**src/rtl/core/ssvt_pkg.sv**
```systemverilog
// Shared types, codes and defaults for the sorted sparse vector table.
// No dependencies.
`timescale 1ns / 1ps
`default_nettype none
package ssvt_pkg;

  localparam int DefCapacity = 256;

  localparam logic [1:0] OP_SET   = 2'd0;
  localparam logic [1:0] OP_ADD   = 2'd1;
  localparam logic [1:0] OP_SCALE = 2'd2;
  localparam logic [1:0] OP_NORM  = 2'd3;

  localparam logic [1:0] ST_UPDATED  = 2'd0;
  localparam logic [1:0] ST_INSERTED = 2'd1;
  localparam logic [1:0] ST_FULL     = 2'd2;
  localparam logic [1:0] ST_DONE     = 2'd3;

  // datapath actions
  localparam logic [4:0] A_NONE     = 5'd0;
  localparam logic [4:0] A_START    = 5'd1;
  localparam logic [4:0] A_SRCH_RD  = 5'd2;
  localparam logic [4:0] A_SRCH_UPD = 5'd3;
  localparam logic [4:0] A_POS_RD   = 5'd4;
  localparam logic [4:0] A_SET_WR   = 5'd5;
  localparam logic [4:0] A_ADD_WR   = 5'd6;
  localparam logic [4:0] A_FULL     = 5'd7;
  localparam logic [4:0] A_SH_INIT  = 5'd8;
  localparam logic [4:0] A_SH_RD    = 5'd9;
  localparam logic [4:0] A_SH_WR    = 5'd10;
  localparam logic [4:0] A_INS_WR   = 5'd11;
  localparam logic [4:0] A_ITER_RD  = 5'd12;
  localparam logic [4:0] A_MUL      = 5'd13;
  localparam logic [4:0] A_SC_WR    = 5'd14;
  localparam logic [4:0] A_NM_ACC   = 5'd15;
  localparam logic [4:0] A_SQ_INIT  = 5'd16;
  localparam logic [4:0] A_SQ_STEP  = 5'd17;
  localparam logic [4:0] A_OUT      = 5'd18;

  typedef struct packed {
    logic [4:0] act;
    logic       load_out;
  } cmd_t;

  typedef struct packed {
    logic lo_lt_hi;
    logic lo_lt_fill;
    logic rd_eq_key;
    logic full;
    logic i_gt_lo;
    logic i_lt_fill;
    logic sq_last;
  } stat_t;

endpackage
`default_nettype wire

```
**src/rtl/core/ssvt_ctrl.sv**
```systemverilog
// Sequencer for the sorted sparse vector table: issues datapath actions.
// Depends on ssvt_pkg.
`timescale 1ns / 1ps
`default_nettype none
module ssvt_ctrl (
  input  wire logic          clk_i,
  input  wire logic          rst_ni,
  input  wire logic          in_valid_i,
  input  wire logic [1:0]    op_i,
  output logic               in_stall_o,
  input  wire logic          out_stall_i,
  output logic               out_valid_o,
  input  wire ssvt_pkg::stat_t stat_i,
  output ssvt_pkg::cmd_t     cmd_o
);

  localparam logic [3:0] S_IDLE   = 4'd0;
  localparam logic [3:0] S_SRCH   = 4'd1;
  localparam logic [3:0] S_SRCH_W = 4'd2;
  localparam logic [3:0] S_CHK    = 4'd3;
  localparam logic [3:0] S_INS    = 4'd4;
  localparam logic [3:0] S_SH     = 4'd5;
  localparam logic [3:0] S_SH_W   = 4'd6;
  localparam logic [3:0] S_SC     = 4'd7;
  localparam logic [3:0] S_SC_W   = 4'd8;
  localparam logic [3:0] S_SC_MUL = 4'd9;
  localparam logic [3:0] S_NM     = 4'd10;
  localparam logic [3:0] S_NM_W   = 4'd11;
  localparam logic [3:0] S_NM_MUL = 4'd12;
  localparam logic [3:0] S_SQ     = 4'd13;
  localparam logic [3:0] S_DONE   = 4'd14;

  logic [3:0] state_q, state_d;
  logic [1:0] op_q, op_d;
  logic       out_valid_q, out_valid_d;

  assign in_stall_o  = (state_q != S_IDLE);
  assign out_valid_o = out_valid_q;

  always_comb begin
    state_d          = state_q;
    op_d             = op_q;
    cmd_o.act        = ssvt_pkg::A_NONE;
    cmd_o.load_out   = 1'b0;
    out_valid_d      = out_valid_q && out_stall_i;
    case (state_q)
      S_IDLE: begin
        if (in_valid_i) begin
          cmd_o.act = ssvt_pkg::A_START;
          op_d      = op_i;
          if (op_i == ssvt_pkg::OP_SCALE) begin
            state_d = S_SC;
          end else if (op_i == ssvt_pkg::OP_NORM) begin
            state_d = S_NM;
          end else begin
            state_d = S_SRCH;
          end
        end
      end
      S_SRCH: begin
        if (stat_i.lo_lt_hi) begin
          cmd_o.act = ssvt_pkg::A_SRCH_RD;
          state_d   = S_SRCH_W;
        end else if (stat_i.lo_lt_fill) begin
          cmd_o.act = ssvt_pkg::A_POS_RD;
          state_d   = S_CHK;
        end else begin
          state_d = S_INS;
        end
      end
      S_SRCH_W: begin
        cmd_o.act = ssvt_pkg::A_SRCH_UPD;
        state_d   = S_SRCH;
      end
      S_CHK: begin
        if (stat_i.rd_eq_key) begin
          cmd_o.act = (op_q == ssvt_pkg::OP_SET) ? ssvt_pkg::A_SET_WR : ssvt_pkg::A_ADD_WR;
          state_d   = S_DONE;
        end else begin
          state_d = S_INS;
        end
      end
      S_INS: begin
        if (stat_i.full) begin
          cmd_o.act = ssvt_pkg::A_FULL;
          state_d   = S_DONE;
        end else begin
          cmd_o.act = ssvt_pkg::A_SH_INIT;
          state_d   = S_SH;
        end
      end
      S_SH: begin
        if (stat_i.i_gt_lo) begin
          cmd_o.act = ssvt_pkg::A_SH_RD;
          state_d   = S_SH_W;
        end else begin
          cmd_o.act = ssvt_pkg::A_INS_WR;
          state_d   = S_DONE;
        end
      end
      S_SH_W: begin
        cmd_o.act = ssvt_pkg::A_SH_WR;
        state_d   = S_SH;
      end
      S_SC: begin
        if (stat_i.i_lt_fill) begin
          cmd_o.act = ssvt_pkg::A_ITER_RD;
          state_d   = S_SC_W;
        end else begin
          state_d = S_DONE;
        end
      end
      S_SC_W: begin
        cmd_o.act = ssvt_pkg::A_MUL;
        state_d   = S_SC_MUL;
      end
      S_SC_MUL: begin
        cmd_o.act = ssvt_pkg::A_SC_WR;
        state_d   = S_SC;
      end
      S_NM: begin
        if (stat_i.i_lt_fill) begin
          cmd_o.act = ssvt_pkg::A_ITER_RD;
          state_d   = S_NM_W;
        end else begin
          cmd_o.act = ssvt_pkg::A_SQ_INIT;
          state_d   = S_SQ;
        end
      end
      S_NM_W: begin
        cmd_o.act = ssvt_pkg::A_MUL;
        state_d   = S_NM_MUL;
      end
      S_NM_MUL: begin
        cmd_o.act = ssvt_pkg::A_NM_ACC;
        state_d   = S_NM;
      end
      S_SQ: begin
        cmd_o.act = ssvt_pkg::A_SQ_STEP;
        if (stat_i.sq_last) begin
          state_d = S_DONE;
        end
      end
      S_DONE: begin
        // wait for the output register to drain
        if (!out_valid_q || !out_stall_i) begin
          cmd_o.load_out = 1'b1;
          out_valid_d    = 1'b1;
          state_d        = S_IDLE;
        end
      end
      default: begin
        state_d = S_IDLE;
      end
    endcase
  end

  always_ff @(posedge clk_i or negedge rst_ni) begin
    if (!rst_ni) begin
      state_q     <= S_IDLE;
      op_q        <= ssvt_pkg::OP_SET;
      out_valid_q <= 1'b0;
    end else begin
      state_q     <= state_d;
      op_q        <= op_d;
      out_valid_q <= out_valid_d;
    end
  end

endmodule
`default_nettype wire

```
**config.mk**
```make
export PLATFORM = sky130hd
export DESIGN_NAME = ssvt_ctrl
export DESIGN_NICKNAME = d
export VERILOG_FILES = /design/src/rtl/core/ssvt_pkg.sv /design/src/rtl/core/ssvt_ctrl.sv
export SDC_FILE = /design/constraint.sdc
export NUM_CORES = 1
export LEC_CHECK = 0
export BUFFER_PORTS_ARGS = -buffer_cell sky130_fd_sc_hd__buf_4
export CAP_MARGIN = 5
export CORE_MARGIN = 1
export CORE_UTILIZATION = 35
export DETAILED_ROUTE_END_ITERATION = 6
export GPL_ROUTABILITY_DRIVEN = 0
export SETUP_SLACK_MARGIN = 0.15
export SYNTH_ARGS = -nofsm -noshare
export SYNTH_HDL_FRONTEND = slang
export SYNTH_SLANG_ARGS = --single-unit
```
**constraint.sdc**
```tcl
create_clock -name clk_i -period 1.8 [get_ports clk_i]
set_clock_uncertainty 0.15 [all_clocks]
set_input_delay 0.45 -clock clk_i [delete_from_list [all_inputs] [get_ports clk_i]]
set_output_delay 0.45 -clock clk_i [all_outputs]
set_load 0.02 [all_outputs]
```
==> impl_metrics.ini, run 1 <==
[cts]
cts_tree = yes
htree_levels = 1
clkTransAtPathRegs_ps = 50
root_buffer = clkbuf_4
clock_latency_ps = 250
cts_buffer_depth = 2
cts_made_buffers = 3
cts_num_sinks = 7

[sta]
finalSetupViolCount = 11
finalCritPeriodShare = 1.27
tns_ps = -2960
setup_slack_ps = -481
tightest_slew_ps = 450
max_slew_margin = 0.698
rsz0062_at_grt = yes
hold_viol = 0
report.final.slew_viol_count = 0
fmax_mhz = 438
period_needed_ps = 2280

[floorplanning]
core_sq_um = 2250
initial_core_util = 0.380
row_count = 17
die_w_microns = 51.5
boundaryPins = 21
die_y_microns = 51.5
dieArea_sq_um = 2650

[detailed_routing]
wl_per_cell_microns = 17.5
via_count = 1255
antenna_left = 0
drcViolationCount = 0
drt-total-wl_microns = 3690
vias_per_cell = 5.95
drt_iter0_markers = 60
firstDrtPassIters = 4

[setup_path]
cp_cell_sequence = buf_12 > buf_8 > nand4b_1 > a21oi_2 > a21oi_1 > o211ai_1 > buf_4
rrSetupSlack_ps = -140
cp_top_family = buffers and inverters
path_class = reg -> out
startpoint = state_q[2]
max_stage_delay_ps = 400
cp_max_fo = 6
crit_slowest_cell = dfrtp_1
r2r_cells = 7
reg2reg_from = state_q[2]
critPathBufInv = 3
end_kind = primary output
crit_path_start_kind = flip-flop
r2r-end = state_q[2]
critPathArrivalTime_ps = 1680
cp_data_required_time_ps = 1200

[final_layout]
final_common_cell = buf_4
n_fill_cell = 176
area_growth_pct = 96.5
multi_input_area_sq_um = 778
num-nets-final = 197
final_area_sq_um = 1680
regArea_sq_um = 176
n_antenna_cell = 0
layout-drive-gt1-share = 0.607
final_cell_mix = buf_4, buf_6, nor2_1

[placement]
post_dp_cell_area_sq_um = 1280
dp_hpwl_microns = 2110
io_buffer_count = 20

[yosys]
synth-edff-count = 0
syn-num-nets = 131
synth_cell_type_count = 45
synth.avg_cell_area_sq_um = 7.26
ys_seq_area_frac = 0.204
synth_ff_type = dfrtp_1
syn_area_sq_um = 857
yosys_register_bits = 7
syn_inst = 118
synthArstFlopShare = 1.00
yosysWarnings = 0

[global_route]
grt_pass1_wl_microns = 5650
antenna_found_initial = 0
overflow = 0
grt_max_degree = 10
grt_pass1_vias = 1196
grt_util_all_layers = 0.295

[power_and_ir_drop]
pwr_density_cell_nw_per_um2 = 2000
p_leak_nw = 0.734
peakVddDrop_mv = 1.31

[status]
violations = setup timing
status = complete, but fails checks

[hold_path]
holdPathStages = 3
hold_class = in -> reg
hold_path_end = out_valid_o
hold_start = out_stall_i

[flow_run]
drv_cap = 0
[stage by stage]
stage | utilization | power [W] | hold slack (ps) | std cells | setup slack (ps)
6_report | 0.747 | 0.00336 | 298 | 211 | -481
3_5_place_dp | 0.567 | 0.00227 | 115 | 186 | -223
4_1_cts | 0.709 | 0.00305 | 285 | 207 | -417
5_1_grt | 0.747 | 0.00354 | 295 | 211 | -530
3_3_place_gp | 0.567 | 0.00225 | 113 | 186 | -193
2_1_floorplan | - | 0.00162 | 4.41 | 118 | -141
[metal layers]
metal  share of wire  vias up  track usage
li1                -      571            -
met1            0.41      624        0.377
met2            0.52       56        0.481
met3           0.063        4       0.0714
met4          0.0062        0       0.0991
met5               0        -            0
[worst max path at each step]
stage / endpoint / slack (ps) / depth (start not counted)
CTS: cmd_o[3] / -420 / 7
finish: cmd_o[3] / -480 / 7
global route: cmd_o[3] / -530 / 7
global placement: cmd_o[3] / -190 / 7
floorplan: cmd_o[3] / -140 / 5
detailed placement: cmd_o[3] / -220 / 7
[sequential cells by signal, indices dropped and copies added (netlist names)]
name,flops
op_q,2
out_valid_o,1
state_q,4
[tightest hold or removal path: cells and delay by family]
kind	cells	cell delay, ps
buffers and inverters	1	80
AND/OR/NAND/NOR	1	60
AO/OA/AOI/OAI	1	70
[timing repair]
item                       4_1_cts  5_1_grt
gates resized for setup         40       13
setup endpoints to repair       11       13
pin swaps                       21        8
hold endpoints to repair         7        0
buffers inserted                15        4
hold buffers                     1        0
gates cloned                     1        0
[synth_stat cells, types with 3 or more instances]
library cell / n / share of area
a21oi_1: 8 / 0.047
nand2_1: 7 / 0.031
o211ai_1: 3 / 0.026
clkbuf_1: 3 / 0.013
or4_1: 3 / 0.026
nand3_1: 4 / 0.023
buf_2: 8 / 0.047
nand2b_1: 4 / 0.029
nor3_1: 5 / 0.029
nor2b_1: 4 / 0.029
dfrtp_1: 7 / 0.20
nor2_1: 13 / 0.057
nor4_1: 3 / 0.022
o21ai_0: 6 / 0.035
[logic make-up after synthesis]
| group | count (synthesis) | synth area share |
|---|---|---|
| buffers and inverters | 16 | 0.0993 |
| flip-flops | 7 | 0.204 |
| multiplexers | 4 | 0.0496 |
| AND/OR/NAND/NOR | 54 | 0.350 |
| AO/OA/AOI/OAI | 37 | 0.296 |
[area by class of cell]
type                    instances  area share
repair buffers                 75       0.392
well taps                      28      0.0208
multi-input cells              95       0.462
flip-flops and latches          7       0.105
inverters                       2     0.00446
clock buffers                   4      0.0156
[report_power, final]
part | leakage [nW] | switching (W) | total [W] | internal (W)
registers | 0.0854 | 0.0000812 | 0.000320 | 0.000238
logic | 0.634 | 0.00138 | 0.00290 | 0.00152
clock network | 0.0150 | 0.0000562 | 0.000141 | 0.0000845
total | 0.734 | 0.00152 | 0.00336 | 0.00185
No activity file was read; power rests on OpenSTA's default activity.
==> inputs of run 2 (changes only) <==
Settings changed: ABC_AREA set to 0, CORE_UTILIZATION 35 to 47, PLACE_DENSITY set to 0.74.
==> run 2 against run 1 <==
  * The flow now stops in global routing
  * Synthesized cell count is the same
  * Area after synthesis is the same
==> impl_metrics.ini, run 2 <==
[yosys]
synthTopCellsByCount = nor2_1, a21oi_1, buf_2
yosys_register_bits = 7
syn_area_sq_um = 857
synth.avg_cell_area_sq_um = 7.26
yosysWarnings = 0
synth_top_cells_by_area = dfrtp_1, nor2_1, a21oi_1, buf_2, o21ai_0
syn-num-nets = 131
ys_seq_area_frac = 0.204
synthArstFlopShare = 1.00
syn_inst = 118
yosysTopAreaCell = dfrtp_1
synth_top_cell_area_share = 0.204
synth-edff-count = 0
yosysMostFrequentCell = nor2_1
synth_cell_type_count = 45
synth_ff_type = dfrtp_1

[sta]
postGrtWorstEndpoint = cmd_o[2]
worst-ep-kind = top-level output

[floorplanning]
row_count = 15
initial_core_util = 0.496
boundaryPins = 21
die_w_microns = 44.7
die_y_microns = 44.7

[cts]
htree_levels = 1
cts_made_buffers = 3
cts_buffer_depth = 2
cts_num_sinks = 7
root_buffer = clkbuf_4

[placement]
io_buffer_count = 20
dp_hpwl_microns = 2060

[status]
haltStage = global routing
status = stopped before the end
error = [ERROR DPL-0033] detailed placement checks failed during check placement.

[global_route]
grt_max_degree = 14
antenna_found_initial = 0
run 2: repair_timing:
item                                    in CTS
setup buffers                               10
hold endpoints to repair                     7
gates cloned                                 1
hold buffers                                 1
endpoints found under the setup margin      11
pin swaps                                   21
gates resized for setup                     41
run 2: cell families after synthesis:
kind of cell | share of synthesized area
compound gates | 0.296
buf+inv | 0.0993
flops | 0.204
mux | 0.0496
simple gates | 0.350
run 2: through the flow:
step                      cells  setup TNS, ps  setup slack [ps]  hold slack [ps]  area [sq um]
after floorplan             118           -312              -141             4.41           942
after global placement      181           -967              -243              112          1250
after CTS                   197          -2530              -406              303          1520
after detailed placement    181          -1150              -243              117          1250
==> inputs of run 3 (changes only) <==
Settings changed: CORE_AREA set to 2 2 63 65, CORE_MARGIN 1 to unset, CORE_UTILIZATION 47 to unset, DIE_AREA set to 0 0 65 67, PLACE_DENSITY 0.74 to unset, PLACE_DENSITY_LB_ADDON set to 0.15, SETUP_SLACK_MARGIN 0.15 to unset.
Clock period 1.8 ns to 2.35 ns, I/O delays scaled along.
==> run 3 against run 2 <==
  * The run now ends clean
==> impl_metrics.ini, run 3 (synthesis gave the netlist of run 1 again) <==
[status]
status = complete, no violations

[detailed_routing]
drt-total-wl_microns = 2820
antenna_left = 0
via_count = 1040
firstDrtPassIters = 4
drcViolationCount = 0
wl_per_cell_microns = 13.7
vias_per_cell = 5.05
drt_iter0_markers = 60

[setup_path]
cp_max_fo = 6
crit_path_start_kind = flip-flop
path_class = reg -> out
r2r_cells = 5
cp_cell_sequence = buf_6 > a2111oi_4 > buf_4 > a211oi_2 > o21ai_1 > buf_4
crit_slowest_cell = dfrtp_2
end_kind = primary output
cp_data_required_time_ps = 1610
reg2reg_from = state_q[2]
r2r-end = state_q[3]
path_common_cell = buf_4
max_stage_delay_ps = 450
rrSetupSlack_ps = 380
critPathArrivalTime_ps = 1610

[floorplanning]
boundaryPins = 21
row_count = 22
die_w_microns = 65
initial_core_util = 0.238
core_sq_um = 3610
dieArea_sq_um = 4360
die_y_microns = 67

[sta]
tightest_slew_ps = 354
whs_ps = 16.4
tns_ps = 0
rsz0062_at_grt = yes
setup_slack_ps = 2.12
max_slew_margin = 0.762
report.final.slew_viol_count = 0
finalSetupViolCount = 0
finalCritPeriodShare = 0.999
hold_viol = 0
period_needed_ps = 2350
fmax_mhz = 426

[global_route]
grt_util_all_layers = 0.129
antenna_found_initial = 0
grt_pass1_vias = 973
grt_pass1_wl_microns = 4410
overflow = 0
grt_max_degree = 33

[power_and_ir_drop]
pwr_density_cell_nw_per_um2 = 1520
peakVddDrop_mv = 0.611
sw_frac_of_total = 0.440
comb_power_share = 0.801
p_switching_w = 0.000976
p_int_w = 0.00124
p_seq_frac = 0.123
p_leak_nw = 0.589
pwr-share-clk = 0.076

[final_layout]
num-nets-final = 172
final_cell_mix = buf_4, nor2_1, buf_6
final_area_sq_um = 1460
final_common_cell = buf_4
n_antenna_cell = 0
layout-drive-gt1-share = 0.487
largest_register_ffs = 4
area_growth_pct = 70.5
top_register = state_q
n_fill_cell = 374
multi_input_area_sq_um = 708
regArea_sq_um = 179

[cts]
hold_buffers = 0
cts_buffer_depth = 2
root_buffer = clkbuf_8
clock_latency_ps = 230
cts_made_buffers = 3
clkTransAtPathRegs_ps = 40
htree_levels = 1
cts_num_sinks = 7
cts_tree = yes

[placement]
preCtsSetupSlack_ps = -12.5
post_dp_cell_area_sq_um = 1120
io_buffer_count = 20
dp_hpwl_microns = 1870

[flow_run]
drv_cap = 0

[hold_path]
hold_class = in -> async
[run 3: metal layers]
| layer | wire length (microns) | global-route usage | vias up |
|---|---|---|---|
| li1 | - | - | 528 |
| met2 | 1370 | 0.207 | 28 |
| met4 | 13 | 0.0319 | 0 |
| met1 | 1300 | 0.173 | 482 |
| met5 | 0 | 0 | - |
| met3 | 145 | 0.0304 | 2 |
[run 3: timing repair]
action	CTS	global route
cloned	0	1
pin swaps	3	14
endpoints found under the hold margin	0	0
resized for setup	7	29
setup endpoints to repair	4	5
buffers inserted	4	11
[run 3: power groups by stage]
stage | Combinational [W] | Sequential, W | Clock [W]
floorplan | 0.000873 | 0.000222 | 0
global route | 0.00193 | 0.000280 | 0.000180
detailed placement | 0.00127 | 0.000265 | 0
global placement | 0.00129 | 0.000268 | 0
CTS | 0.00135 | 0.000266 | 0.000175
finish | 0.00178 | 0.000272 | 0.000168
[run 3: how the worst max path moves through the flow]
stage               startpoint  endpoint
global route        state_q[2]  cmd_o[4]
finish              state_q[3]  cmd_o[2]
floorplan           state_q[2]  cmd_o[3]
CTS                 state_q[2]  cmd_o[1]
detailed placement   stat_i[3]  cmd_o[2]
global placement     stat_i[3]  cmd_o[2]
[run 3: worst max-delay path: cells and delay by family, from the launching register on]
family	cells	cell delay, ps
AOI/OAI and AO/OA	3	450
buffers and inverters	3	480
DFF	1	450
[run 3: final cells by class]
cell class	count	share of cell area
multi-input cells	95	0.485
flip-flops and latches	7	0.122
well taps	48	0.0411
inverters	2	0.00514
clock buffers	4	0.0308
repair buffers	50	0.316
[run 3: through the flow]
stage               power (W)  cells  utilization
finish                0.00222    206        0.405
global route          0.00239    206        0.405
CTS                   0.00179    194        0.336
detailed placement    0.00154    186        0.311
global placement      0.00156    186        0.311
floorplan             0.00110    118            -
